===== config.mk =====
export PLATFORM = sky130hd
export DESIGN_NAME = circular_deque_flat
export DESIGN_NICKNAME = d
export VERILOG_FILES = /design/src/sv/cdq_pkg.sv /design/src/sv/cdq_req_if.sv /design/src/sv/cdq_rsp_if.sv /design/src/sv/cdq_ctrl.sv /design/src/sv/cdq_datapath.sv /design/src/sv/circular_deque.sv /design/src/flat_wrapper.sv
export SDC_FILE = /design/constraint.sdc
export NUM_CORES = 1
export LEC_CHECK = 0
export BUFFER_PORTS_ARGS = -buffer_cell sky130_fd_sc_hd__buf_2
export CAP_MARGIN = 20
export CORE_MARGIN = 8
export CORE_UTILIZATION = 55
export CTS_CLUSTER_SIZE = 16
export DETAILED_ROUTE_END_ITERATION = 8
export HOLD_SLACK_MARGIN = 0.08
export PLACE_DENSITY = 0.76
export SLEW_MARGIN = 0
export SYNTH_ARGS = -nofsm -noshare
export SYNTH_HDL_FRONTEND = slang
export SYNTH_SLANG_ARGS = --single-unit

===== constraint.sdc =====
create_clock -name clock -period 6.35 [get_ports clock]
set_clock_uncertainty 0.15 [all_clocks]
set_input_delay 1.27 -clock clock [delete_from_list [all_inputs] [get_ports clock]]
set_output_delay 1.27 -clock clock [all_outputs]
set_load 0.005 [all_outputs]

===== src/sv/cdq_pkg.sv =====
// Types and codes shared by the circular deque files.
package cdq_pkg;

   typedef logic [1:0]         kind_type;
   typedef logic [1:0]         status_type;
   typedef logic signed [31:0] word_type;

   localparam kind_type KIND_PUSH_FRONT = 2'd0;
   localparam kind_type KIND_PUSH_REAR  = 2'd1;
   localparam kind_type KIND_POP_FRONT  = 2'd2;
   localparam kind_type KIND_POP_REAR   = 2'd3;

   localparam status_type STATUS_DONE  = 2'd0;
   localparam status_type STATUS_FULL  = 2'd1;
   localparam status_type STATUS_EMPTY = 2'd2;

   typedef struct packed {
      logic take;   // latch the request transfer
      logic exec;   // perform the operation
      logic load;   // move the result into the response register
   } cdq_cmd_type;

   typedef struct packed {
      logic rsp_free;  // response register can take a result this cycle
   } cdq_stat_type;

endpackage


===== src/sv/cdq_req_if.sv =====
// Request channel interface of the circular deque.
interface cdq_req_if;
   import cdq_pkg::*;

   logic     valid;
   logic     ready;
   kind_type kind;
   word_type value;

   modport source (output valid, output kind, output value, input ready);
   modport sink   (input valid, input kind, input value, output ready);
endinterface


===== src/sv/cdq_rsp_if.sv =====
// Response channel interface of the circular deque.
interface cdq_rsp_if;
   import cdq_pkg::*;

   logic       valid;
   logic       ready;
   status_type status;
   word_type   data;
   logic       is_full;
   logic       is_empty;

   modport source (output valid, output status, output data, output is_full,
                   output is_empty, input ready);
   modport sink   (input valid, input status, input data, input is_full,
                   input is_empty, output ready);
endinterface


===== src/sv/cdq_ctrl.sv =====
// Sequencing state machine of the circular deque.
module cdq_ctrl (
   input  logic                  clock,
   input  logic                  reset,
   input  logic                  req_valid,
   output logic                  req_ready,
   input  cdq_pkg::cdq_stat_type stat,
   output cdq_pkg::cdq_cmd_type  cmd
);
   import cdq_pkg::*;

   localparam logic [1:0] ST_IDLE = 2'd0;
   localparam logic [1:0] ST_EXEC = 2'd1;
   localparam logic [1:0] ST_DONE = 2'd2;

   logic [1:0] state_ff;
   logic [1:0] state_in;

   always_comb begin
      state_in  = state_ff;
      req_ready = 1'b0;
      cmd       = '0;
      case (state_ff)
         ST_IDLE: begin
            req_ready = 1'b1;
            if (req_valid) begin
               cmd.take = 1'b1;
               state_in = ST_EXEC;
            end
         end
         ST_EXEC: begin
            cmd.exec = 1'b1;
            state_in = ST_DONE;
         end
         ST_DONE: begin
            // hold until the response register frees up
            if (stat.rsp_free) begin
               cmd.load = 1'b1;
               state_in = ST_IDLE;
            end
         end
         default: begin
            state_in = ST_IDLE;
         end
      endcase
   end

   always_ff @(posedge clock) begin
      if (reset) begin
         state_ff <= ST_IDLE;
      end else begin
         state_ff <= state_in;
      end
   end

endmodule


===== src/sv/cdq_datapath.sv =====
// Pointers, ring storage and response register of the circular deque.
module cdq_datapath #(
   parameter int DEPTH = 8
) (
   input  logic                  clock,
   input  logic                  reset,
   input  cdq_pkg::cdq_cmd_type  cmd,
   output cdq_pkg::cdq_stat_type stat,
   input  cdq_pkg::kind_type     req_kind,
   input  cdq_pkg::word_type     req_value,
   cdq_rsp_if.source             rsp_ch
);
   import cdq_pkg::*;

   localparam int AW = $clog2(DEPTH);
   localparam logic [AW-1:0] IDX_LAST = AW'(DEPTH - 1);

   function automatic logic [AW-1:0] idx_next(input logic [AW-1:0] i);
      return (i == IDX_LAST) ? '0 : i + 1'b1;
   endfunction

   function automatic logic [AW-1:0] idx_prev(input logic [AW-1:0] i);
      return (i == '0) ? IDX_LAST : i - 1'b1;
   endfunction

   word_type ring_mem [DEPTH];

   kind_type   kind_ff;
   word_type   value_ff;
   logic [AW-1:0] head_ff, head_in;
   logic [AW-1:0] tail_ff, tail_in;
   logic       empty_ff, empty_in;
   status_type status_ff, status_in;
   logic       pop_ok_ff, pop_ok_in;
   logic       full_ff, full_in;
   word_type   rd_data_ff;

   logic          mem_we;
   logic [AW-1:0] wr_addr;
   logic [AW-1:0] rd_addr;
   logic          full_now;
   logic          is_push;
   logic          is_front;

   logic       rsp_valid_ff, rsp_valid_in;
   status_type rsp_status_ff;
   word_type   rsp_data_ff;
   logic       rsp_full_ff;
   logic       rsp_empty_ff;

   assign is_push  = (kind_ff == KIND_PUSH_FRONT) || (kind_ff == KIND_PUSH_REAR);
   assign is_front = (kind_ff == KIND_PUSH_FRONT) || (kind_ff == KIND_POP_FRONT);
   assign full_now = !empty_ff && (idx_next(tail_ff) == head_ff);

   always_comb begin
      head_in   = head_ff;
      tail_in   = tail_ff;
      empty_in  = empty_ff;
      status_in = STATUS_DONE;
      pop_ok_in = 1'b0;
      mem_we    = 1'b0;
      wr_addr   = '0;
      rd_addr   = is_front ? head_ff : tail_ff;
      if (is_push) begin
         if (full_now) begin
            status_in = STATUS_FULL;
         end else if (empty_ff) begin
            head_in  = '0;
            tail_in  = '0;
            empty_in = 1'b0;
            mem_we   = cmd.exec;
            wr_addr  = '0;
         end else if (is_front) begin
            head_in = idx_prev(head_ff);
            mem_we  = cmd.exec;
            wr_addr = head_in;
         end else begin
            tail_in = idx_next(tail_ff);
            mem_we  = cmd.exec;
            wr_addr = tail_in;
         end
      end else begin
         if (empty_ff) begin
            status_in = STATUS_EMPTY;
         end else begin
            pop_ok_in = 1'b1;
            if (head_ff == tail_ff) begin
               head_in  = '0;
               tail_in  = '0;
               empty_in = 1'b1;
            end else if (is_front) begin
               head_in = idx_next(head_ff);
            end else begin
               tail_in = idx_prev(tail_ff);
            end
         end
      end
      full_in = !empty_in && (idx_next(tail_in) == head_in);
   end

   // ring storage: one write port, one registered read port
   always_ff @(posedge clock) begin
      if (mem_we) begin
         ring_mem[wr_addr] <= value_ff;
      end
      if (cmd.exec) begin
         rd_data_ff <= ring_mem[rd_addr];
      end
   end

   always_ff @(posedge clock) begin
      if (reset) begin
         head_ff  <= '0;
         tail_ff  <= '0;
         empty_ff <= 1'b1;
      end else if (cmd.exec) begin
         head_ff  <= head_in;
         tail_ff  <= tail_in;
         empty_ff <= empty_in;
      end
   end

   always_ff @(posedge clock) begin
      if (cmd.take) begin
         kind_ff  <= req_kind;
         value_ff <= req_value;
      end
      if (cmd.exec) begin
         status_ff <= status_in;
         pop_ok_ff <= pop_ok_in;
         full_ff   <= full_in;
      end
   end

   assign stat.rsp_free = !rsp_valid_ff || rsp_ch.ready;

   always_comb begin
      rsp_valid_in = rsp_valid_ff;
      if (cmd.load) begin
         rsp_valid_in = 1'b1;
      end else if (rsp_ch.ready) begin
         rsp_valid_in = 1'b0;
      end
   end

   always_ff @(posedge clock) begin
      if (reset) begin
         rsp_valid_ff <= 1'b0;
      end else begin
         rsp_valid_ff <= rsp_valid_in;
      end
   end

   always_ff @(posedge clock) begin
      if (cmd.load) begin
         rsp_status_ff <= status_ff;
         rsp_data_ff   <= pop_ok_ff ? rd_data_ff : '0;
         rsp_full_ff   <= full_ff;
         rsp_empty_ff  <= empty_ff;
      end
   end

   assign rsp_ch.valid    = rsp_valid_ff;
   assign rsp_ch.status   = rsp_status_ff;
   assign rsp_ch.data     = rsp_data_ff;
   assign rsp_ch.is_full  = rsp_full_ff;
   assign rsp_ch.is_empty = rsp_empty_ff;

endmodule


===== src/sv/circular_deque.sv =====
// Top level of the circular deque: a double-ended queue of 32-bit words.
//
// Usage
//   req_ch carries one operation per transfer: kind selects push front,
//   push rear, pop front or pop rear; value is the word to push.
//   rsp_ch returns exactly one result per request: status (done, full,
//   empty), the popped word in data (0 otherwise), and is_full / is_empty
//   as they stand after the operation.
//   Sequencing: each request passes through the controller's take, execute
//   and load states around the ring memory's registered read; a new request
//   is taken only after the previous result has been loaded into the
//   response register.
//   Reset (synchronous, active high) empties the deque and both pointers
//   return to 0; the ring contents are not cleared.
//   When the receiver stalls, the response register holds its result and
//   the next request may still be taken and executed; it then waits in the
//   datapath until the response register frees up, and req_ch.ready stays
//   low meanwhile.
module circular_deque #(
   parameter int DEPTH = 8
) (
   input logic       clock,
   input logic       reset,
   cdq_req_if.sink   req_ch,
   cdq_rsp_if.source rsp_ch
);
   import cdq_pkg::*;

   cdq_cmd_type  cmd;
   cdq_stat_type stat;

   // sequence each request: take, execute, load result
   cdq_ctrl u_ctrl (
      .clock     (clock),
      .reset     (reset),
      .req_valid (req_ch.valid),
      .req_ready (req_ch.ready),
      .stat      (stat),
      .cmd       (cmd)
   );

   // hold pointers, ring words and the response register
   cdq_datapath #(
      .DEPTH (DEPTH)
   ) u_datapath (
      .clock     (clock),
      .reset     (reset),
      .cmd       (cmd),
      .stat      (stat),
      .req_kind  (req_ch.kind),
      .req_value (req_ch.value),
      .rsp_ch    (rsp_ch)
   );

endmodule


===== src/flat_wrapper.sv =====
// flat-port wrapper written by rule: the top's interface ports become plain ports
module circular_deque_flat import cdq_pkg::*;
#(
   parameter int DEPTH = 8
)
  (clock, reset, req_ch_valid, req_ch_kind, req_ch_value, req_ch_ready, rsp_ch_valid, rsp_ch_status, rsp_ch_data, rsp_ch_is_full, rsp_ch_is_empty, rsp_ch_ready);
  cdq_req_if req_ch_i ();
  cdq_rsp_if rsp_ch_i ();
  input logic clock;
  input logic reset;
  input wire logic [$bits(req_ch_i.valid)-1:0] req_ch_valid;
  input wire logic [$bits(req_ch_i.kind)-1:0] req_ch_kind;
  input wire logic [$bits(req_ch_i.value)-1:0] req_ch_value;
  output wire logic [$bits(req_ch_i.ready)-1:0] req_ch_ready;
  output wire logic [$bits(rsp_ch_i.valid)-1:0] rsp_ch_valid;
  output wire logic [$bits(rsp_ch_i.status)-1:0] rsp_ch_status;
  output wire logic [$bits(rsp_ch_i.data)-1:0] rsp_ch_data;
  output wire logic [$bits(rsp_ch_i.is_full)-1:0] rsp_ch_is_full;
  output wire logic [$bits(rsp_ch_i.is_empty)-1:0] rsp_ch_is_empty;
  input wire logic [$bits(rsp_ch_i.ready)-1:0] rsp_ch_ready;
  assign req_ch_i.valid = req_ch_valid;
  assign req_ch_i.kind = req_ch_kind;
  assign req_ch_i.value = req_ch_value;
  assign req_ch_ready = req_ch_i.ready;
  assign rsp_ch_valid = rsp_ch_i.valid;
  assign rsp_ch_status = rsp_ch_i.status;
  assign rsp_ch_data = rsp_ch_i.data;
  assign rsp_ch_is_full = rsp_ch_i.is_full;
  assign rsp_ch_is_empty = rsp_ch_i.is_empty;
  assign rsp_ch_i.ready = rsp_ch_ready;
  circular_deque #(.DEPTH(DEPTH)) u_core (.clock(clock), .reset(reset), .req_ch(req_ch_i), .rsp_ch(rsp_ch_i));
endmodule

== After elaboration in Yosys (flattened, before gate mapping) ==
Memory sizes are Yosys's and may differ from the RTL's. A register that Yosys moved wholly into a read port is not among the register bits.
Cells that the tools add are included.
Operators by class
  multiplexer cells: 47
  reductions and logical operators: 14
  add/sub/neg operators: 5
  equal/unequal tests: 12
Operators with widths (number)
  two-way mux 3 bit: 24
  two-way mux 1 bit: 18
  adder 3 x 1 -> 3 bit, second input constant: 3
  == test 3 bit: 3
  == test 3 bit, second input constant: 3
  two-way mux 2 bit: 4
  zero test 3 bit: 2
  case mux 2 bit (3 select lines): 1
  subtractor 3 x 1 -> 3 bit, second input constant: 2
  == test 2 x 1 -> 1 bit, second input constant: 2
  == test 2 bit, second input constant: 2
  zero test 2 bit: 2
  zero test 1 bit: 3
  logical OR 1 bit: 3
  logical AND 1 bit: 2
  != test 2 x 1 -> 1 bit, second input constant: 1
  != test 2 bit, second input constant: 1
  AND reduction 2 bit: 1
  nonzero test 2 bit: 1
Word-level totals
  output and inout bits: 38
  logic and storage cells: 93
  register bits: 84
  memories: 1
  bits in writable memories: 256
  input bits: 38
Memory list
  u_core.u_datapath.ring_mem: words 8, bits a word 32, read ports 1, clocked after Yosys merged registers in 1, write ports 1, line cdq_datapath.sv:26  | word_type ring_mem [DEPTH];

== Logic depth before layout (Yosys ltp) ==
Gate-level depths: netlist of the first run.
  word-level depth: 10
  depth in mapped cells: 15
  gate-level depth less buffers: 14

== Hierarchy ==
From an unflattened synthesis of the first run, not the netlist that was laid out.
Second synthesis, totals
  cell total of the unflattened synthesis: 695
  area total of the unflattened synthesis: 14372.5 µm²
Modules (own cells, without submodules)
  cdq_datapath: area each 14267.4 µm², instances 1, cells an instance 685, seq. area each 11030.6 µm²
  cdq_ctrl: area each 105.1 µm², instances 1, cells an instance 10, seq. area each 40.0 µm²

== Worst setup path before layout of the first run ==
No wires, ideal clock.
  path type: reg2reg
  from: reg u_core.u_datapath.tail_ff[1]
  to: mem u_core.u_datapath.ring_mem[3][0] (netlist bit) (enable)
  stages on the path, launching flop included: 8
  setup slack: 1.382 ns
  path buffers: 1
  library setup time: 0.468 ns
  data required time: 5.732 ns
  clock period less this slack: 4.968 ns
  arrival time: 4.351 ns
  path through: dfxtp_1 > buf_2 > inv_1 > ha_1 > xor2_1 > nor4_4 > or4_4 > nor3b_1
On the way
  cells in the longest elaborated chain, start to end: 8
  elaborated cells on any way between the ends: 13
  classes of those cells: add/sub (1); eq/ne (2); mux (9); reduce/logical (1)
RTL lines
  from (decl): line cdq_datapath.sv:31  | logic [AW-1:0] tail_ff, tail_in;
  from (signal assigned): line cdq_datapath.sv:118  | tail_ff <= tail_in;
  adder 3 x 1 -> 3 bit or == test 3 bit (tied branches): line cdq_datapath.sv:19  | return (i == IDX_LAST) ? '0 : i + 1'b1;
  two-way mux 3 bit (*): line cdq_datapath.sv:19
  == test 3 bit: line cdq_datapath.sv:53  | assign full_now = !empty_ff && (idx_next(tail_ff) == head_ff);
  logical AND 1 bit: line cdq_datapath.sv:53
  two-way mux 1 bit: line cdq_datapath.sv:65  | if (full_now) begin
  two-way mux 1 bit: line cdq_datapath.sv:64  | if (is_push) begin
  two-way mux 1 bit: line cdq_datapath.sv:103  | if (mem_we) begin
  two-way mux 1 bit (not written as such): line cdq_datapath.sv:104  | ring_mem[wr_addr] <= value_ff;
  to (decl): line cdq_datapath.sv:26
Every way passes the cells marked *; elsewhere a longest branch is shown, timed or not.

== Final worst setup path of the first run ==
  from: reg u_core.u_datapath.tail_ff[0]
  to: mem u_core.u_datapath.ring_mem[5][13] (netlist bit) (enable)
Same word-level chain as after synthesis.

==> results of run 1 <==
per-stage QoR:
step | setup slack (ns) | power [mW] | util
2_1_floorplan | 1.38 | 2.93 | -
5_1_grt | 2.15 | 5.27 | 0.636
3_5_place_dp | 2.40 | 3.01 | 0.587
4_1_cts | 2.36 | 5.16 | 0.634
3_3_place_gp | 2.52 | 2.99 | 0.586
6_report | 2.38 | 5.12 | 0.636
placed cells by master (no fill, tap or decap), types with 4 or more instances in the layout:
master     count
a21oi_1        9
and2_1        35
buf_2         75
buf_4         19
bufinv_16      4
clkbuf_1       8
clkbuf_16     39
clkinv_1       4
clkinv_2       6
dfxtp_1       10
edfxtp_1     362
ha_1          10
inv_1         11
mux2_2        32
mux4_2        64
nand2_1       11
nand2b_1       8
nand3_1        7
nor2_1        13
nor3_1         4
nor3_2         4
o21ai_0       16
report_power, final:
part / switching, mW / internal [mW] / total (mW)
Combinational: 0.0933 / 0.0765 / 0.170
Clock: 0.876 / 1.29 / 2.16
Sequential: 0.0412 / 2.75 / 2.79
layout make-up:
| cell class | instances | share of cell area |
|---|---|---|
| Multi-Input combinational cell | 271 | 0.186 |
| Inverter | 12 | 0.00275 |
| Tap cell | 335 | 0.0256 |
| Timing Repair Buffer | 97 | 0.0358 |
| Clock inverter | 19 | 0.0125 |
| Sequential cell | 372 | 0.676 |
| Clock buffer | 47 | 0.0614 |
cells in the mapped netlist, types with 6 or more instances:
cell and count:
a21oi_1 10, and2_1 36, buf_2 7, buf_4 6, clkbuf_1 14, dfxtp_1 10
edfxtp_1 362, ha_1 10, inv_1 12, mux2_2 32, mux4_2 64, nand2_1 11
nand2b_1 8, nand3_1 7, nor2_1 15, nor3_1 8, o21ai_0 16
path summary, 6_finish.rpt:
| kind | startpoint | to | slack (ns) | cells after the start |
|---|---|---|---|---|
| setup / recovery | u_core.u_datapath.tail_ff[0]$_SDFFE_PP0N_ | u_core.u_datapath.ring_mem[5][13]$_DFFE_PP_ | 2.38 | 7 |
| hold reg to reg | u_core.u_datapath.status_ff[0]$_SDFFCE_PP0N_ | u_core.u_datapath.rsp_ch.status[0]$_DFFE_PP_ | 0.27 | 0 |
| setup reg to reg | u_core.u_datapath.tail_ff[0]$_SDFFE_PP0N_ | u_core.u_datapath.ring_mem[5][13]$_DFFE_PP_ | 2.38 | 7 |
| hold / removal | u_core.u_datapath.status_ff[0]$_SDFFCE_PP0N_ | u_core.u_datapath.rsp_ch.status[0]$_DFFE_PP_ | 0.27 | 0 |
worst register-to-register path, delay by kind of cell (launching register included):
kind / cells / cell delay (ns)
adder cells (fa/ha/maj): 1 / 0.41
flip-flops: 1 / 0.59
AND/OR/NAND/NOR: 3 / 1.36
buffers and inverters: 2 / 0.69
XOR/XNOR: 1 / 0.42
cell families after synthesis:
| kind of cell | count (synthesis) | synth area share |
|---|---|---|
| AND/OR/NAND/NOR | 103 | 0.0422 |
| flip-flops | 372 | 0.778 |
| buffers and inverters | 42 | 0.0143 |
| AO/OA/AOI/OAI | 52 | 0.0236 |
| multiplexers | 100 | 0.130 |
| XOR/XNOR | 6 | 0.00369 |
| adder cells (fa/ha/maj) | 10 | 0.00879 |
registers in the layout (all words and copies together) (netlist names), 2 cells and up:
signal,cells
u_core.u_datapath.tail_ff,3
u_core.u_datapath.rsp_ch.status,2
u_core.u_datapath.value_ff,32
u_core.u_datapath.head_ff,3
u_core.u_datapath.rd_data_ff,32
u_core.u_datapath.kind_ff,2
u_core.u_ctrl.state_ff,2
u_core.u_datapath.rsp_ch.data,32
u_core.u_datapath.ring_mem,256
u_core.u_datapath.status_ff,2
layer usage:
metal,wire length [µm],GRT usage,vias up,part of all wire
met1,10700,0.216,3523,0.39
li1,-,-,2990,-
met4,676,0.0599,0,0.025
met2,14300,0.314,283,0.52
met3,1750,0.0331,56,0.064
met5,0,0,-,0
==> results.txt, run 1 <==
1st-iter DRT viols = 621
Final period util = 0.625
CP max stage cell = nor3_2
Synth Area per Inst = 20.8 µm²
buffers inserted by post-CTS timing repair = 0
placed inst area = 0.0151 mm²
# diodes = 0
RSZ-0062 raised after global routing = no
row count = 59
Final setup viols = 0
yosys warns = 0
Core Area = 0.0258 mm²
vias in the first global route = 7213
antenna viol nets, final = 0
clk_lat worst skew = 0.52 ns
status = complete, no violations
max incr delay on CP = 0.61 ns
dpl cells = 1085
Final Instance Count excl. Fillers = 1153
CP Capture Type = register
Primary FF master, synth = edfxtp_1
Least-Margin Pin Slew = 0.922 ns
CP startpoint kind = register
Yosys reg bits = 372
chip height = 177 µm
initial core utilization = 0.552
syn_nets = 733
IO buf count = 75
overflow left after global routing = 0
Synth Cell Area = 0.0142 mm²
Sink Count = 372
hold crit path type = reg -> reg
footprint of the multi-input gates = 0.00305 mm²
Mapped Cells = 685
EDFF count, synth = 362
Area growth syn-to-layout = 15.1%
Final Instance Area = 0.0164 mm²
max cap viols = 0
largest fanout on the critical path = 25
Buf/Inv on CP = 2
Detail Placement HPWL = 15500 µm
GRT Total Usage = 0.177
CTS clock-pin slew for the worst setup and hold paths = 0.06 ns
f_max = 0.252 GHz
first drt pass iteration count = 5
post-DR wirelength/cell = 23.8 µm
htree depth = 2
Rel. slew slack = 0.385
fin crit period = 3.97 ns
Final Hold Vio Count = 0
Critical Path AT = 3.99 ns
total wire length = 27400 µm
top cells by area, synth = edfxtp_1 (76%), mux4_2 (10%), mux2_2 (2.5%), and2_1 (1.6%), dfxtp_1 (1.4%)
Yosys top cell area share = 0.764
Inserted Clock Buffers = 38
clk root buf = clkbuf_16
most area-hungry cell type in the Yosys netlist = edfxtp_1
Setup TNS = 0 ns
CTS tree = built
gpl congestion = 0.915
Final nets = 840
Longest Clk Path Bufs = 3
Leak = 5.52 nW
WP data required = 6.37 ns
hold_buf cts = 0
part of the Yosys area used for sequential elements = 0.778
Die X = 177 µm
fill cell count = 1666
register area = 0.0111 mm²
die area = 0.0313 mm²
critical path cell sequence = inv_1, ha_1, xor2_1, nor4_4, or4_4, nor3_2, buf_4
crit-path leading delay family = simple AND/OR/NAND/NOR gates
post-DR vias/cell = 5.94
count of cells resized by post-cts repair = 0
Via Count = 6852
VDD IR max = 0.169 mV
distinct cell type count after synthesis = 52
largest net degree at the start of global routing = 43
layout cells sized above 1 = 0.330
I/O pin cnt = 76
Async SR Flop Fraction = 0
Max Slew Vio Count = 0
initial antenna violation count = 0
first-pass GRT wire length = 41600 µm
power density cells = 313 mW/mm²
crit path kind = reg -> reg
hold_ws = 0.271 ns
drt drc = 0
Power figures use the tool's default switching activity.
==> run 2, diff against run 1 <==
--- a/config.mk
+++ b/config.mk
@@ -5,6 +5,7 @@
 export SDC_FILE = /design/constraint.sdc
 export NUM_CORES = 1
 export LEC_CHECK = 0
+export ABC_AREA = 1
 export BUFFER_PORTS_ARGS = -buffer_cell sky130_fd_sc_hd__buf_2
 export CAP_MARGIN = 20
 export CORE_MARGIN = 8
@@ -12,7 +13,7 @@
 export CTS_CLUSTER_SIZE = 16
 export DETAILED_ROUTE_END_ITERATION = 8
 export HOLD_SLACK_MARGIN = 0.08
-export PLACE_DENSITY = 0.76
+export PLACE_DENSITY = 0.79
 export SLEW_MARGIN = 0
 export SYNTH_ARGS = -nofsm -noshare
 export SYNTH_HDL_FRONTEND = slang
==> constraint.sdc (replaced) <==
create_clock -name clock -period 3.6 [get_ports clock]
set_clock_uncertainty 0.15 [all_clocks]
set_input_delay 0.72 -clock clock [delete_from_list [all_inputs] [get_ports clock]]
set_output_delay 0.72 -clock clock [all_outputs]
set_load 0.005 [all_outputs]
==> run 2 against run 1 <==
Net effect:
- first-iteration DRC count grew 19%
- highest routed layer unchanged
- final cell count is 40% higher
- power grew 82%
==> results.txt, run 2 <==
status = complete, no violations
Via Count = 8758 (+28%)
commonest non-fill, non-tap cell in the layout = edfxtp_1
Area growth syn-to-layout = 13.5%
antenna viol nets, final = 0 (unchanged)
clk_lat worst skew = 0.52 ns (about the same)
Clock power frac = 0.404 (-0.019)
IO buf count = 75 (unchanged)
Die X = 181 µm (+2.3%)
largest net degree at the start of global routing = 100 (+130%)
Largest register FFs = 256 (unchanged)
initial antenna violation count = 0 (unchanged)
yosys warns = 0 (unchanged)
power density cells = 548 mW/mm² (+75%)
top cells by area, synth = edfxtp_1 (73%), nand2_1 (4.7%), inv_1 (4.7%), o211ai_1 (3.2%), a21oi_1 (2.6%)
Async SR Flop Fraction = 0 (unchanged)
max cap viols = 0 (unchanged)
fin crit period = 3.25 ns (-0.717 ns)
Comb power frac = 0.064 (+0.031)
distinct cell type count after synthesis = 34 (-35%)
EDFF count, synth = 362 (unchanged)
Leak = 6.46 nW (+17%)
Final setup viols = 0 (unchanged)
WP data required = 3.65 ns (-2.72 ns)
gpl congestion = 0.843 (-7.8%)
crit path kind = reg -> reg
clk root buf = clkbuf_16
placed inst area = 0.0158 mm² (+4.5%)
most area-hungry cell type in the Yosys netlist = edfxtp_1
initial core utilization = 0.557 (+0.00442)
Max Slew Vio Count = 0 (unchanged)
largest fanout on the critical path = 25 (unchanged)
hold_buf cts = 0 (unchanged)
Psw = 2.01 mW (+99%)
Core Area = 0.0269 mm² (+4.3%)
Seq pwr share = 0.533 (-0.011)
count of cells resized by post-cts repair = 0 (unchanged)
P_int = 7.30 mW (+77%)
most common cell in the netlist = edfxtp_1
hold crit path type = in -> reg
CP Capture Type = register
post-DR wirelength/cell = 17.8 µm (-25%)
1st-iter DRT viols = 740 (+19%)
RSZ-0062 raised after global routing = no
total wire length = 28700 µm (+4.7%)
Final period util = 0.904 (+0.278)
max incr delay on CP = 0.56 ns (-0.05 ns)
row count = 60 (+1.7%)
first-pass GRT wire length = 45200 µm (+8.6%)
Mapped Cells = 1174 (+71%)
Setup TNS = 0 ns (unchanged)
part of the Yosys area used for sequential elements = 0.740 (-0.0381)
Inserted Clock Buffers = 38 (unchanged)
f_max = 0.307 GHz (+22%)
sw frac = 0.216 (+0.0188)
critical path cell sequence = ha_1, ha_1, o21ai_2, nor2_4, nand2_4, inv_1, nor3_2, nand4_1, nor2_4, buf_12
Final Hold Vio Count = 0 (unchanged)
Synth Cell Area = 0.0150 mm² (+5.2%)
first drt pass iteration count = 5 (unchanged)
CTS tree = built
die area = 0.0327 mm² (+4.7%)
Largest Register = u_core.u_datapath.ring_mem
most frequent cells in the layout = edfxtp_1 (362), nand2_1 (188), inv_1 (185)
buffers inserted by post-CTS timing repair = 0 (unchanged)
Synth Area per Inst = 12.7 µm² (-39%)
syn_nets = 1222 (+67%)
Yosys reg bits = 372 (unchanged)
Final nets = 1300 (+55%)
Final Instance Area = 0.0170 mm² (+3.7%)
# diodes = 0 (unchanged)
GRT Total Usage = 0.172 (-0.00503)
Synth top cells by count = edfxtp_1 (362), nand2_1 (188), inv_1 (186)
Longest Clk Path Bufs = 3 (unchanged)
layout cells sized above 1 = 0.139 (-0.191)
VDD IR max = 0.370 mV (+120%)
Sink Count = 372 (unchanged)
Least-Margin Pin Slew = 1.02 ns (+0.0960 ns)
Rel. slew slack = 0.320 (-0.0650)
drt drc = 0 (unchanged)
vias in the first global route = 8752 (+21%)
Primary FF master, synth = edfxtp_1
CTS clock-pin slew for the worst setup and hold paths = 0.06 ns (about the same)
I/O pin cnt = 76 (unchanged)
CP startpoint kind = register
chip height = 181 µm (+2.3%)
flop2flop setup slack = 0.35 ns (-2.03 ns)
Detail Placement HPWL = 17000 µm (+9.9%)
Critical Path AT = 3.31 ns (-0.68 ns)
htree depth = 2 (unchanged)
CP max stage cell = dfxtp_1
Yosys top cell area share = 0.726 (-0.0374)
overflow left after global routing = 0 (unchanged)
post-DR vias/cell = 5.41 (-8.9%)
## run 2: kinds of logic after synthesis
family,Yosys count,share of synthesized area
flops,372,0.740
simple gates,275,0.0742
compound gates,264,0.104
buf+inv,250,0.0711
fa+ha+maj,10,0.00836
xor+xnor,3,0.00301
## run 2: worst max-delay path, delay by kind of cell (launching register included)
family                     cells  cell delay, ns
and+or+nand+nor                5            1.18
DFF                            1            0.56
adders and majority gates      2            0.50
buffers and inverters          2            0.32
AOI/OAI and AO/OA              1            0.21
## run 2: path summary, 6_finish.rpt
path | to | start | depth (start not counted)
max reg2reg | u_core.u_datapath.ring_mem[5][16]$_DFFE_PP_ | u_core.u_datapath.tail_ff[0]$_SDFFE_PP0N_ | 10
min | u_core.u_datapath.value_ff[8]$_DFFE_PP_ | req_ch_value[8] | 1
max | u_core.u_datapath.ring_mem[5][16]$_DFFE_PP_ | u_core.u_datapath.tail_ff[0]$_SDFFE_PP0N_ | 10
min reg2reg | u_core.u_datapath.rsp_ch.status[1]$_DFFE_PP_ | u_core.u_datapath.status_ff[1]$_SDFFCE_PN0N_ | 0
## run 2: cell type report
class	count	area, µm²
sequential	372	11100
timing repair buffer	97	653
tap	341	427
multi-input combinational	552	2930
fill	1954	9890
clock buffer	47	985
inverter	191	719
clock inverter	18	196
## run 2: stage by stage
step / power (mW) / hold WS [ns] / worst slack, ns / instances / util
2_1_floorplan: 5.44 / 0.250 / 0.117 / 1174 / -
3_3_place_gp: 5.62 / 0.255 / 0.522 / 1553 / 0.588
3_5_place_dp: 5.64 / 0.266 / 0.411 / 1553 / 0.588
4_1_cts: 9.37 / 0.203 / 0.328 / 1618 / 0.632
5_1_grt: 9.61 / 0.205 / 0.122 / 1618 / 0.632
6_report: 9.31 / 0.220 / 0.347 / 1618 / 0.632
## run 2: metal layers
layer	wire (µm)	track usage	vias up
met5	0	0	-
met2	14300	0.296	269
li1	-	-	4237
met4	807	0.0607	0
met1	11900	0.216	4194
met3	1760	0.0325	58
## run 2: power groups by stage
stage                     Clock, mW  Combinational, mW  Sequential [mW]
after floorplan                   0              0.437             5.01
after global placement            0              0.572             5.04
after detailed placement          0              0.589             5.05
after CTS                      3.82              0.595             4.96
after global routing           3.98              0.667             4.97
final                          3.76              0.591             4.96
